`src/rtl/core/nscs_pkg.sv`:
```
// ----------------------------------------------------------------------------
// nscs_pkg
// Shared types, constants and helpers for the NAL start code scanner.
// ----------------------------------------------------------------------------
`default_nettype none

package nscs_pkg;

    localparam int POSITION_BITS_DEFAULT = 32;

    // Start code patterns as they sit in the byte window
    localparam logic [31:0] LONG_CODE  = 32'h0000_0001;
    localparam logic [23:0] SHORT_CODE = 24'h00_0001;

    localparam logic [2:0] PREFIX_LEN_LONG  = 3'd4;
    localparam logic [2:0] PREFIX_LEN_SHORT = 3'd3;

    localparam logic [31:0] WINDOW_RESET = 32'hFFFF_FFFF;

    // Output queue: one input byte may close two units
    localparam int FIFO_DEPTH = 4;
    localparam int FIFO_PTR_W = $clog2(FIFO_DEPTH);
    localparam int FIFO_CNT_W = $clog2(FIFO_DEPTH + 1);
    localparam int RECORDS_PER_ITEM = 2;

    typedef struct packed {
        logic [31:0] unit_start;
        logic [31:0] header_position;
        logic [2:0]  prefix_length;
        logic [4:0]  unit_type;
        logic [31:0] unit_length;
        logic        run_last;
    } t_record;

    function automatic logic [31:0] low32(input logic [63:0] v);
        return v[31:0];
    endfunction

endpackage

`default_nettype wire

```
`src/rtl/core/nscs_if.sv`:
```
// ----------------------------------------------------------------------------
// nscs_in_if / nscs_out_if
// Valid/ready channels for stream bytes in and unit records out.
// ----------------------------------------------------------------------------
`default_nettype none

interface nscs_in_if;
    logic       valid;
    logic       ready;
    logic [7:0] data_byte;
    logic       end_of_stream;

    modport source (output valid, output data_byte, output end_of_stream, input ready);
    modport sink   (input valid, input data_byte, input end_of_stream, output ready);
endinterface

interface nscs_out_if;
    logic        valid;
    logic        ready;
    logic [31:0] unit_start;
    logic [31:0] header_position;
    logic [2:0]  prefix_length;
    logic [4:0]  unit_type;
    logic [31:0] unit_length;
    logic        run_last;

    modport source (
        output valid, output unit_start, output header_position, output prefix_length,
        output unit_type, output unit_length, output run_last, input ready
    );
    modport sink (
        input valid, input unit_start, input header_position, input prefix_length,
        input unit_type, input unit_length, input run_last, output ready
    );
endinterface

`default_nettype wire

```
`src/rtl/core/nal_start_code_scanner_unit.sv`:
```
// ----------------------------------------------------------------------------
// nal_start_code_scanner_unit
// H.264 Annex B start code scanner producing one record per NAL unit.
// ----------------------------------------------------------------------------
// Takes one stream byte per cycle while i_in.ready is high. The scan state
// (byte window, position, open unit) is updated at the accepting edge, and the
// 0, 1 or 2 records the byte closes are written into a 4-entry output queue at
// the same edge, so a record reaches o_out behind any records already queued. i_in.ready
// is high while the queue has room for two records; with a consumer that takes
// one record per cycle the input never stalls. A byte marked end_of_stream
// returns the scanner to its reset state, and the next byte is position 0.
// Positions are held in POSITION_BITS bits, saturate at the top value, and are
// reported in their low 32 bits.
`default_nettype none

module nal_start_code_scanner_unit
    import nscs_pkg::*;
#(
    parameter int POSITION_BITS = POSITION_BITS_DEFAULT
) (
    input  wire          i_clk,
    input  wire          i_rst_n,
    nscs_in_if.sink      i_in,
    nscs_out_if.source   o_out
);

    localparam logic [POSITION_BITS-1:0] POS_MAX = {POSITION_BITS{1'b1}};

    // scan state
    logic [31:0]              r_window,    n_window;
    logic [POSITION_BITS-1:0] r_pos,       n_pos;
    logic                     r_open,      n_open;
    logic [POSITION_BITS-1:0] r_open_start, n_open_start;
    logic [POSITION_BITS-1:0] r_open_hdr,  n_open_hdr;
    logic                     r_open_long, n_open_long;
    logic [4:0]               r_open_type, n_open_type;

    // output queue
    t_record                  r_mem [FIFO_DEPTH];
    logic [FIFO_PTR_W-1:0]    r_wr_ptr, r_rd_ptr;
    logic [FIFO_CNT_W-1:0]    r_count;

    logic                     in_fire, out_fire;
    logic                     hit4, hit3, hit;
    logic [POSITION_BITS-1:0] start_pos, end_pos, len_a, len_b;
    logic                     rec_a_vld, rec_b_vld;
    t_record                  rec_a, rec_b, push0, push1;
    logic [1:0]               push_n;
    logic [FIFO_PTR_W-1:0]    wr_ptr_nxt;

    assign in_fire  = i_in.valid && i_in.ready;
    assign out_fire = o_out.valid && o_out.ready;

    assign i_in.ready = (r_count <= FIFO_CNT_W'(FIFO_DEPTH - RECORDS_PER_ITEM));

    // ---------------- scan logic ----------------
    assign hit4 = (r_window == LONG_CODE);
    assign hit3 = !hit4 && (r_window[23:0] == SHORT_CODE);
    assign hit  = hit4 || hit3;

    assign start_pos = r_pos - (hit4 ? POSITION_BITS'(4) : POSITION_BITS'(3));
    assign end_pos   = (r_pos == POS_MAX) ? POS_MAX : r_pos + 1'b1;

    always_comb begin
        // unit closed by a new start code
        rec_a_vld = hit && r_open;
        len_a     = (start_pos >= r_open_hdr) ? start_pos - r_open_hdr : '0;
        rec_a.unit_start      = low32(64'(r_open_start));
        rec_a.header_position = low32(64'(r_open_hdr));
        rec_a.prefix_length   = r_open_long ? PREFIX_LEN_LONG : PREFIX_LEN_SHORT;
        rec_a.unit_type       = r_open_type;
        rec_a.unit_length     = low32(64'(len_a));
        rec_a.run_last        = !i_in.end_of_stream;

        // open unit after this byte's start code, if any
        n_open       = r_open || hit;
        n_open_start = hit ? start_pos : r_open_start;
        n_open_hdr   = hit ? r_pos : r_open_hdr;
        n_open_long  = hit ? hit4 : r_open_long;
        n_open_type  = hit ? i_in.data_byte[4:0] : r_open_type;

        // unit closed by end of stream
        rec_b_vld = i_in.end_of_stream && n_open;
        len_b     = (end_pos >= n_open_hdr) ? end_pos - n_open_hdr : '0;
        rec_b.unit_start      = low32(64'(n_open_start));
        rec_b.header_position = low32(64'(n_open_hdr));
        rec_b.prefix_length   = n_open_long ? PREFIX_LEN_LONG : PREFIX_LEN_SHORT;
        rec_b.unit_type       = n_open_type;
        rec_b.unit_length     = low32(64'(len_b));
        rec_b.run_last        = 1'b1;

        n_window = {r_window[23:0], i_in.data_byte};
        n_pos    = (r_pos == POS_MAX) ? POS_MAX : r_pos + 1'b1;
    end

    always_ff @(posedge i_clk) begin
        if (!i_rst_n) begin
            r_window     <= WINDOW_RESET;
            r_pos        <= '0;
            r_open       <= 1'b0;
            r_open_start <= '0;
            r_open_hdr   <= '0;
            r_open_long  <= 1'b0;
            r_open_type  <= '0;
        end else if (in_fire) begin
            if (i_in.end_of_stream) begin
                r_window     <= WINDOW_RESET;
                r_pos        <= '0;
                r_open       <= 1'b0;
                r_open_start <= '0;
                r_open_hdr   <= '0;
                r_open_long  <= 1'b0;
                r_open_type  <= '0;
            end else begin
                r_window     <= n_window;
                r_pos        <= n_pos;
                r_open       <= n_open;
                r_open_start <= n_open_start;
                r_open_hdr   <= n_open_hdr;
                r_open_long  <= n_open_long;
                r_open_type  <= n_open_type;
            end
        end
    end

    // ---------------- output queue ----------------
    always_comb begin
        push_n = {1'b0, rec_a_vld} + {1'b0, rec_b_vld};
        push0  = rec_a_vld ? rec_a : rec_b;
        push1  = rec_b;
        if (!in_fire) begin
            push_n = 2'd0;
        end
    end

    assign wr_ptr_nxt = FIFO_PTR_W'(r_wr_ptr + 1'b1);

    always_ff @(posedge i_clk) begin
        if (push_n != 2'd0) begin
            r_mem[r_wr_ptr] <= push0;
        end
        if (push_n == 2'd2) begin
            r_mem[wr_ptr_nxt] <= push1;
        end
    end

    always_ff @(posedge i_clk) begin
        if (!i_rst_n) begin
            r_wr_ptr <= '0;
            r_rd_ptr <= '0;
            r_count  <= '0;
        end else begin
            r_wr_ptr <= FIFO_PTR_W'(r_wr_ptr + push_n);
            if (out_fire) begin
                r_rd_ptr <= FIFO_PTR_W'(r_rd_ptr + 1'b1);
            end
            r_count <= FIFO_CNT_W'(r_count + push_n - {1'b0, out_fire});
        end
    end

    assign o_out.valid           = (r_count != '0);
    assign o_out.unit_start      = r_mem[r_rd_ptr].unit_start;
    assign o_out.header_position = r_mem[r_rd_ptr].header_position;
    assign o_out.prefix_length   = r_mem[r_rd_ptr].prefix_length;
    assign o_out.unit_type       = r_mem[r_rd_ptr].unit_type;
    assign o_out.unit_length     = r_mem[r_rd_ptr].unit_length;
    assign o_out.run_last        = r_mem[r_rd_ptr].run_last;

    // ---------------- assertions ----------------
    a_count_bound: assert property (@(posedge i_clk) disable iff (!i_rst_n)
        r_count <= FIFO_CNT_W'(FIFO_DEPTH))
        else $error("output queue count out of range");

    a_two_only_at_eos: assert property (@(posedge i_clk) disable iff (!i_rst_n)
        (push_n == 2'd2) |-> i_in.end_of_stream)
        else $error("two records from a byte that does not end the stream");

    a_eos_resets: assert property (@(posedge i_clk) disable iff (!i_rst_n)
        (in_fire && i_in.end_of_stream) |=> (r_pos == '0 && !r_open))
        else $error("scan state not cleared after end of stream");

    a_header_after_start: assert property (@(posedge i_clk) disable iff (!i_rst_n)
        r_open |-> (r_open_hdr > r_open_start))
        else $error("open unit header not after its prefix start");

    a_pos_monotonic: assert property (@(posedge i_clk) disable iff (!i_rst_n)
        (in_fire && !i_in.end_of_stream) |=> (r_pos >= $past(r_pos)))
        else $error("position moved backward inside a stream");

endmodule

`default_nettype wire

```
`src/flat_wrapper.sv`:
```
// flat-port wrapper written by rule: the top's interface ports become plain ports
module nal_start_code_scanner_unit_flat import nscs_pkg::*;
#(
    parameter int POSITION_BITS = POSITION_BITS_DEFAULT
)
  (i_clk, i_rst_n, i_in_valid, i_in_data_byte, i_in_end_of_stream, i_in_ready, o_out_valid, o_out_unit_start, o_out_header_position, o_out_prefix_length, o_out_unit_type, o_out_unit_length, o_out_run_last, o_out_ready);
  nscs_in_if i_in_i ();
  nscs_out_if o_out_i ();
  input  wire i_clk;
  input  wire i_rst_n;
  input wire logic [$bits(i_in_i.valid)-1:0] i_in_valid;
  input wire logic [$bits(i_in_i.data_byte)-1:0] i_in_data_byte;
  input wire logic [$bits(i_in_i.end_of_stream)-1:0] i_in_end_of_stream;
  output wire logic [$bits(i_in_i.ready)-1:0] i_in_ready;
  output wire logic [$bits(o_out_i.valid)-1:0] o_out_valid;
  output wire logic [$bits(o_out_i.unit_start)-1:0] o_out_unit_start;
  output wire logic [$bits(o_out_i.header_position)-1:0] o_out_header_position;
  output wire logic [$bits(o_out_i.prefix_length)-1:0] o_out_prefix_length;
  output wire logic [$bits(o_out_i.unit_type)-1:0] o_out_unit_type;
  output wire logic [$bits(o_out_i.unit_length)-1:0] o_out_unit_length;
  output wire logic [$bits(o_out_i.run_last)-1:0] o_out_run_last;
  input wire logic [$bits(o_out_i.ready)-1:0] o_out_ready;
  assign i_in_i.valid = i_in_valid;
  assign i_in_i.data_byte = i_in_data_byte;
  assign i_in_i.end_of_stream = i_in_end_of_stream;
  assign i_in_ready = i_in_i.ready;
  assign o_out_valid = o_out_i.valid;
  assign o_out_unit_start = o_out_i.unit_start;
  assign o_out_header_position = o_out_i.header_position;
  assign o_out_prefix_length = o_out_i.prefix_length;
  assign o_out_unit_type = o_out_i.unit_type;
  assign o_out_unit_length = o_out_i.unit_length;
  assign o_out_run_last = o_out_i.run_last;
  assign o_out_i.ready = o_out_ready;
  nal_start_code_scanner_unit #(.POSITION_BITS(POSITION_BITS)) u_core (.i_clk(i_clk), .i_rst_n(i_rst_n), .i_in(i_in_i), .o_out(o_out_i));
endmodule
```
`config.mk`:
```
export PLATFORM = sky130hd
export DESIGN_NAME = nal_start_code_scanner_unit_flat
export DESIGN_NICKNAME = d
export VERILOG_FILES = /design/src/rtl/core/nscs_pkg.sv /design/src/rtl/core/nscs_if.sv /design/src/rtl/core/nal_start_code_scanner_unit.sv /design/src/flat_wrapper.sv
export SDC_FILE = /design/constraint.sdc
export NUM_CORES = 1
export LEC_CHECK = 0
export BUFFER_PORTS_ARGS = -buffer_cell sky130_fd_sc_hd__buf_2
export CORE_MARGIN = 1
export CORE_UTILIZATION = 25
export DETAILED_ROUTE_END_ITERATION = 8
export SETUP_SLACK_MARGIN = 0.5
export SYNTH_ARGS = -nofsm -noshare
export SYNTH_HDL_FRONTEND = slang
export SYNTH_SLANG_ARGS = --single-unit
```
`constraint.sdc`:
```
create_clock -name i_clk -period 8.35 [get_ports i_clk]
set_input_delay 1.2525 -clock i_clk [delete_from_list [all_inputs] [get_ports i_clk]]
set_output_delay 1.2525 -clock i_clk [all_outputs]
set_load 0.05 [all_outputs]
```
**After elaboration in Yosys (flattened, before gate mapping)**

Memory sizes are Yosys's and may differ from the RTL's. A register that Yosys moved wholly into a read port is not among the register bits.
Index checks and enable logic that the tools add are counted.

- Bits in registers: 142
- Memory bits (writable): 420
- Input bits: 13
- Memories kept: 1

Memories:

| name | depth | width | read ports | clocked after Yosys merged registers in | write ports | line | source |
|---|---|---|---|---|---|---|---|
| u_core.r_mem | 4 | 105 | 1 | 1 | 2 | nal_start_code_scanner_unit.sv:39 | `t_record r_mem [FIFO_DEPTH];` |

- Add/subtract/negate cells: 10
- $lt $le $gt $ge: 3
- Equal/unequal tests: 4
- Muxes and demuxes: 25
- Reductions and logical operators: 11

Operators with widths:

| kind | number |
|---|---|
| 2-to-1 mux 32 bit | 9 |
| 2-to-1 mux 105 bit | 1 |
| subtractor 32 bit | 3 |
| greater-or-equal comparator 32 bit | 2 |
| adder 32 x 1 -> 32 bit, second input constant | 1 |
| equality test 32 x 1 -> 1 bit, second input constant | 1 |
| equality test 32 bit, second input constant | 1 |
| equality test 24 x 1 -> 1 bit, second input constant | 1 |
| 2-to-1 mux 5 bit | 2 |
| 2-to-1 mux 3 bit | 3 |
| 2-to-1 mux 1 bit | 7 |
| 2-to-1 mux 2 bit | 3 |
| logical AND 1 bit | 5 |
| adder 2 x 1 -> 2 bit, second input constant | 2 |
| adder 3 x 2 -> 3 bit | 1 |
| <= comparator 3 x 2 -> 1 bit, second input constant | 1 |
| nonzero test 3 bit | 1 |
| subtractor 3 x 1 -> 3 bit | 1 |
| adder 1 x 1 -> 2 bit | 1 |
| adder 2 bit | 1 |
| equality test 2 bit, second input constant | 1 |
| zero test 1 bit | 2 |
| logical OR 1 bit | 2 |
| nonzero test 2 bit | 1 |

**Depth between registers and ports, before layout**

Gate-level depths: netlist of the first run.

- Depth in word-level cells: 11
- Depth in mapped cells: 25
- Gate-level depth less buffers: 22

**Least setup slack after synthesis of the first run**

No wires, ideal clock.

- Path type: input to register
- Start: in i_in_end_of_stream
- End: mem u_core.r_mem[2][100] (netlist name) (enable)
- Setup time: 949 ps
- Arrival: 5229 ps
- Slack: 2173 ps
- Cell stages on the path: 10
- Path buffers: 5
- Cells stage by stage: clkbuf_1 -> clkbuf_1 -> clkbuf_1 -> o21a_1 -> ha_1 -> o21ai_1 -> or2_2 -> clkbuf_1 -> clkbuf_1 -> nand2_1

RTL lines:

| what | line | source |
|---|---|---|
| start: declaration | flat_wrapper.sv:13 | `input wire logic [$bits(i_in_i.end_of_stream)-1:0] i_in_end_of_stream;` |
| end: declaration | nal_start_code_scanner_unit.sv:39 |  |

==> out/metrics.cfg, run 1 <==
[pwr]
p_comb_share_pct = 9.7
p_leak_nw = 10.1
p_total_mw = 6.46
clock_power_share_pct = 43.1
power_density_mw_per_mm2 = 184
p_seq_share_pct = 47.3
vdd_drop_max_mv = 0.176
p_sw_share_pct = 25.1
p_switching_mw = 1.62
intPower_mw = 4.84

[logic_synthesis]
synth_top_family_by_area = compound AO/OA/AOI/OAI gates
async_reset_ff_share_pct = 0
yosys_warnings = 0
syn-num-nets = 2985
synth_compound_area_share_pct = 17.6
ys_top_cells_by_area = edfxtp_1, dfxtp_1, mux4_2
synth_fa_ha_area_share_pct = 3.23
synth_seq_area_share_pct = 49.8
yosysTopAreaCellShare_pct = 40.2
synth.largest_area_cell = edfxtp_1
synth_xor_xnor_area_share_pct = 3.16
syn_area_per_cell_sq_um = 10.6
syn_inst = 2895
synth-seq-cells = 560
synth_area_sq_mm = 0.0308
synth_flop_cell = edfxtp_1
synthSimpleGateAreaFrac_pct = 12.7
ys_types = 91
synthMuxAreaShare_pct = 9.80
synth_edf_count = 412

[die]
start_util_pct = 25.2
fp.dieW_um = 353
ios = 120
core_sq_mm = 0.122
num_rows = 128
die_y_um = 353
dieArea_sq_mm = 0.125

[timing]
timing.hold.ws_ps = 489
hold_viol_final = 0
fin_crit_sh_pct = 84.1
tightest_slew_ps = 1380
fmax_mhz = 142
tns_ps = 0
skew_ps = 19.1
slew_viol_final = 0
setup_violations = 0
relSlewSlack_pct = 7.91
layout_min_cycle_time_ps = 7020
rsz0062_at_grt = false

[detailed_routing]
dr.first_iter.drc_count = 2842
viasPerCell = 5.34
finalWirelength_um = 110000
ant_nets = 0
route.detailed.drc = 0
drt_first_pass_iters = 7
wl_per_cell_um = 24.1
vias = 24400

[clocking]
cts_tree = built
cts_resized = 0
h-tree-depth = 2
cts_made_buffers = 60
clkSinkCount = 560
clk_pin_slew_ps = 60
cts_hold_buffers = 0
cts_setup_buffers = 0
clk_latency_ps = 640
clock-root-buffer = clkbuf_16
clk_path_buf_depth = 3

[grt]
track_usage_pct = 17.0
antenna_found_initial = 2
overflow = 0
grt_pass1_vias = 22900
grt_pass1_wl_um = 160000
grt_max_degree = 87

[placement]
place.gp.congestion = 0.984
place_hpwl_um = 77300
port_buffers = 119
placed_cell_area_sq_mm = 0.0330
placedCellCount = 4459

[setup_path]
start_kind = flip-flop
required_ps = 8690
crit_path_frequent_cell = a21o_1
critical_path_class = flip-flop to flip-flop
cpPeakStageDelay_ps = 780
worstPathCellList = nor4b_1 -> nand4_1 -> nor2_4 -> nand3_1 -> inv_1 -> ha_1 -> nor2b_1 -> o21ai_0 -> nand4b_4 -> nor3_1 -> xor2_1 -> ha_1 -> a21o_1 -> a21o_1 -> a21o_1 -> o2111a_1 -> o21ai_1 -> nor2_1 -> nand2_1 -> o221ai_1
cp.buffers_inverters = 1
crit_arrival_ps = 7350
endpoint_kind = flip-flop
critPathSlowestCell = nand2_1
cp_max_fo = 20
path_delay_family = simple AND/OR/NAND/NOR gates

[finish]
stdcell_area_sq_mm = 0.0351
multiInputGateArea_sq_mm = 0.0144
nFillCells = 12600
area.growth.synth_to_final_pct = 13.9
diodes = 0
drive_above_1_share_pct = 14.9
fin_cells = 4572
final_nets = 2986
seq_area_sq_mm = 0.0153

[min_path]
hp-class = flip-flop to flip-flop

[flow_run]
cap_violations = 0

[run_status]
status = complete, no violations

==> placed cells by master, fill, tap and decap left out, drive strengths merged, types with 73 or more instances in the layout <==
cell type,instances
a21oi,125
buf,161
clkbuf,78
dfxtp,148
edfxtp,412
ha,73
mux4,104
nand2,355
nor2,141
o21ai,321
o22ai,184
==> sequential cells by signal, indices dropped and copies added (netlist names), named ones only <==
signal	flops
u_core.r_count	3
u_core.r_mem	416
u_core.r_open	1
u_core.r_open_hdr	32
u_core.r_open_long	1
u_core.r_open_start	32
u_core.r_open_type	5
u_core.r_pos	32
u_core.r_rd_ptr	2
u_core.r_window	32
u_core.r_wr_ptr	2
==> synth_stat cells (13+ instances only) <==
| cell | number |
|---|---|
| a21o_1 | 45 |
| a21oi_1 | 124 |
| a22o_1 | 53 |
| a22oi_1 | 20 |
| a31oi_1 | 14 |
| and2_1 | 69 |
| and3_1 | 19 |
| buf_1 | 27 |
| buf_2 | 38 |
| clkbuf_1 | 153 |
| dfxtp_1 | 148 |
| edfxtp_1 | 412 |
| ha_1 | 73 |
| inv_1 | 70 |
| mux2i_1 | 61 |
| mux4_2 | 104 |
| nand2_1 | 355 |
| nand2b_1 | 15 |
| nand3_1 | 27 |
| nand4_1 | 21 |
| nor2_1 | 141 |
| nor2b_1 | 26 |
| nor3_1 | 67 |
| nor4_1 | 13 |
| o21ai_0 | 311 |
| o22ai_1 | 184 |
| o2bb2ai_1 | 13 |
| or3_1 | 13 |
| xnor2_1 | 52 |
| xor2_1 | 48 |
==> kinds of logic (layout without fill, tap and decap cells) <==
| kind of cell | Yosys count | after routing |
|---|---|---|
| AOI/OAI and AO/OA | 874 | 874 |
| and+or+nand+nor | 816 | 816 |
| DFF | 560 | 560 |
| buffers and inverters | 292 | 344 |
| muxes | 170 | 170 |
| xor gates and xnor gates | 106 | 106 |
| adders and majority gates | 77 | 77 |
==> power groups by stage <==
| stage | clock, mW | sequential [mW] | combinational (mW) |
|---|---|---|---|
| after floorplan | 0 | 3.03 | 0.508 |
| after global placement | 0 | 3.12 | 0.626 |
| after detailed placement | 0 | 3.12 | 0.627 |
| after CTS | 2.81 | 3.06 | 0.628 |
| after global routing | 2.92 | 3.06 | 0.667 |
| final | 2.78 | 3.05 | 0.623 |
==> final timing paths <==
path | start | endpoint | slack [ps] | depth (start not counted)
setup / recovery | u_core.r_window[1]$_SDFFE_PN1P_ | u_core.r_mem[3][21]$_DFFE_PP_ | 1330 | 20
setup reg to reg | u_core.r_window[1]$_SDFFE_PN1P_ | u_core.r_mem[3][21]$_DFFE_PP_ | 1330 | 20
hold reg to reg | u_core.r_mem[0][0]$_SDFFE_PP1P_ | u_core.r_mem[0][0]$_SDFFE_PP1P_ | 490 | 2
hold / removal | u_core.r_mem[0][0]$_SDFFE_PP1P_ | u_core.r_mem[0][0]$_SDFFE_PP1P_ | 490 | 2
==> per-stage QoR <==
step	setup slack (ps)	utilization (%)
global route	779	28.7
detailed placement	1370	27.0
finish	1330	28.7
floorplan	2170	-
CTS	1350	28.7
global placement	1410	27.0
==> final cells by class <==
type                    count  area share (%)
well taps                1625            5.80
flip-flops and latches    560            43.8
inverters                  70           0.753
clock inverters            35           0.974
multi-input cells        2043            41.1
repair buffers            161            2.70
clock buffers              78            4.92
==> tightest hold or removal path: stages, from the launching register on <==
cell	delay (ps)
dfxtp_1	310
nor2_1	90
a31oi_1	40
==> per-layer routing <==
layer,vias to the layer above,share of wire (%),global-route usage [%]
li1,11000,-,-
met1,12200,42,22.9
met2,1101,47,27.4
met3,167,7.6,2.83
met4,0,3.3,5.85
met5,-,0,0
No activity file was read; power rests on OpenSTA's default activity.
==> run 2: changes to the inputs <==
- ABC_AREA: default -> 1
- clock period: 8.35 -> 6.6 ns (I/O delays scaled with it)
==> run 2 against run 1 <==
Via count grew 32%; sequential cell count did not move; maximum frequency increased by 31%; sequential share of layout area decreased by 4.1 points; critical endpoint is now u_core.r_mem[1][32]$_DFFE_PP_; largest power group unchanged; highest routed layer is now met5.
==> out/metrics.cfg, run 2 <==
[logic_synthesis]
yosys_warnings = 0
syn_area_per_cell_sq_um = 7.58
synth_seq_area_share_pct = 44.8
synth_area_sq_mm = 0.0342
ys_types = 54
synth_flop_cell = edfxtp_1
ys_top_cells_by_area = edfxtp_1, nand2_1, dfxtp_1
synth.most_common_cell = nand2_1
async_reset_ff_share_pct = 0
synth-seq-cells = 560
synth_edf_count = 412
yosysTopAreaCellShare_pct = 36.2
syn-num-nets = 4601
syn_inst = 4511
synthTopCellsByCount = nand2_1, inv_1, edfxtp_1
synth.largest_area_cell = edfxtp_1

[clocking]
cts_made_buffers = 67
cts_hold_buffers = 0
cts_tree = built
clock-root-buffer = clkbuf_16
clk_path_buf_depth = 3
cts_setup_buffers = 0
cts_resized = 0
clkSinkCount = 560
clk_latency_ps = 640
clk_pin_slew_ps = 60
h-tree-depth = 3

[timing]
rsz0062_at_grt = false
fin_crit_sh_pct = 81.0
tightest_slew_ps = 994
timing.hold.ws_ps = 458
setup_violations = 0
hold_viol_final = 0
fmax_mhz = 187
slew_viol_final = 0
relSlewSlack_pct = 33.5
layout_min_cycle_time_ps = 5340
tns_ps = 0
skew_ps = 35.8

[die]
core_sq_mm = 0.136
num_rows = 135
ios = 120
start_util_pct = 25.2
fp.dieW_um = 372
die_y_um = 372
dieArea_sq_mm = 0.138

[grt]
antenna_found_initial = 7
grt_max_degree = 152
overflow = 0
track_usage_pct = 19.1
grt_pass1_wl_um = 198000
grt_pass1_vias = 29500

[detailed_routing]
ant_nets = 0
dr.first_iter.drc_count = 3510
viasPerCell = 5.09
route.detailed.drc = 0
wl_per_cell_um = 21.5
drt_first_pass_iters = 6
vias = 32200
finalWirelength_um = 136000

[pwr]
vdd_drop_max_mv = 0.164
p_sw_share_pct = 31.5
p_seq_share_pct = 42.1
clock_power_share_pct = 41.4
power_density_mw_per_mm2 = 232
p_leak_nw = 14.5
p_total_mw = 9.00
p_comb_share_pct = 16.5
p_switching_mw = 2.84
intPower_mw = 6.16

[finish]
top_register = u_core.r_mem
area.growth.synth_to_final_pct = 13.1
stdcell_area_sq_mm = 0.0387
drive_above_1_share_pct = 9.85
largest_reg_flops = 416
layout_common_cells = nand2_1, inv_1, edfxtp_1
fin_cells = 6340
nFillCells = 14600
final_nets = 4593
final_common_cell = nand2_1

[setup_path]
critPathLaunch = u_core.r_window[24]$_SDFFE_PN1P_
worstReg2RegEnd = u_core.r_mem[1][32]$_DFFE_PP_
required_ps = 6970
endpoint_kind = flip-flop
critical_path_class = flip-flop to flip-flop
crit_arrival_ps = 5710
reg2reg_slack_ps = 1260
rr_worst_depth = 25
crit_end = u_core.r_mem[1][32]$_DFFE_PP_
start_kind = flip-flop
cp_max_fo = 15
r2r-start = u_core.r_window[24]$_SDFFE_PN1P_

[placement]
port_buffers = 119
place.gp.congestion = 1.03
placedCellCount = 6215
place_hpwl_um = 95200
placed_cell_area_sq_mm = 0.0365

[flow_run]
cap_violations = 0

[run_status]
status = complete, no violations

[min_path]
hp-class = flip-flop to flip-flop

[run 2: cell types whose count changed after synthesis, sizes merged, moves of 135 or more]
| cell | previous run | this run |
|---|---|---|
| o22ai | 184 | 369 |
| nand3 | 28 | 223 |
| inv | 70 | 476 |
| o21ai | 321 | 456 |
| nand2 | 355 | 1322 |
| nor2 | 141 | 431 |
[run 2: per-stage QoR]
| step | worst slack, ps | util [%] |
|---|---|---|
| floorplan | 1650 | - |
| global placement | 1350 | 26.9 |
| detailed placement | 1360 | 26.9 |
| CTS | 1330 | 28.5 |
| global route | 924 | 28.5 |
| finish | 1260 | 28.5 |
[run 2: cell families after synthesis]
family / Yosys count / share of synthesized area (%)
AND/OR/NAND/NOR: 2126 / 26.1
AO/OA/AOI/OAI: 954 / 16.1
buffers and inverters: 736 / 8.54
flip-flops: 560 / 44.8
adder cells (fa/ha/maj): 77 / 2.90
XOR/XNOR: 58 / 1.51
[run 2: area by class of cell]
class	count	area, sq um	area share (%)
diodes	2	5.00	0.0129
clock buffers	95	1820	4.71
clock inverters	28	357	0.921
inverters	484	1830	4.72
multi-input cells	3215	16000	41.4
flip-flops and latches	560	15300	39.6
well taps	1781	2230	5.76
repair buffers	175	1120	2.88
[run 2: routing by layer]
metal	track usage, %	share of wire, %	vias up	wire, um
met1	24.5	41	15300	55500
met5	0	0.050	-	68
met3	2.69	7.8	264	10600
met2	32.2	48	1484	64900
met4	7.05	3.6	10	4900
li1	-	-	15200	-
[run 2: worst min path at each step]
| stage | startpoint | end | cells after the start | slack [ps] |
|---|---|---|---|---|
| floorplan | u_core.r_mem[1][0]$_SDFFE_PP1P_ | u_core.r_mem[1][0]$_SDFFE_PP1P_ | 2 | 430 |
| global placement | u_core.r_rd_ptr[1]$_SDFFE_PN0P_ | flip-flop | 2 | 440 |
| detailed placement | u_core.r_mem[2][0]$_SDFFE_PP1P_ | u_core.r_mem[2][0]$_SDFFE_PP1P_ | 2 | 450 |
| CTS | u_core.r_rd_ptr[1]$_SDFFE_PN0P_ | flip-flop | 2 | 460 |
| global route | u_core.r_open_start[22]$_SDFFE_PN0P_ | u_core.r_open_start[22]$_SDFFE_PN0P_ | 2 | 480 |
| finish | u_core.r_rd_ptr[1]$_SDFFE_PN0P_ | flip-flop | 2 | 460 |
[run 2: critical path, stage by stage, from the launching register on]
cell and delay, ps:
dfxtp_1 300, or2_2 290, nor4_1 320, buf_4 220, nand2_1 150, ha_1 360
nand2_1 140, nand4_1 160, nor2_1 190, nand3_1 230, xor2_1 560, inv_1 100
ha_1 400, nand2_1 150, inv_1 50, nand2_1 60, nand2_1 60, o21bai_2 220
a21oi_4 210, nand2_4 120, nand2_4 280, clkinv_2 150, nand2_1 140, nand2_2 90
nand2_1 70, nand2_1 60
[run 2: power groups by stage]
stage / Clock, mW / Sequential (mW) / Combinational, mW
floorplan: 0 / 3.84 / 1.01
global placement: 0 / 3.87 / 1.49
detailed placement: 0 / 3.87 / 1.50
CTS: 3.76 / 3.79 / 1.50
global route: 3.89 / 3.79 / 1.59
finish: 3.72 / 3.79 / 1.48
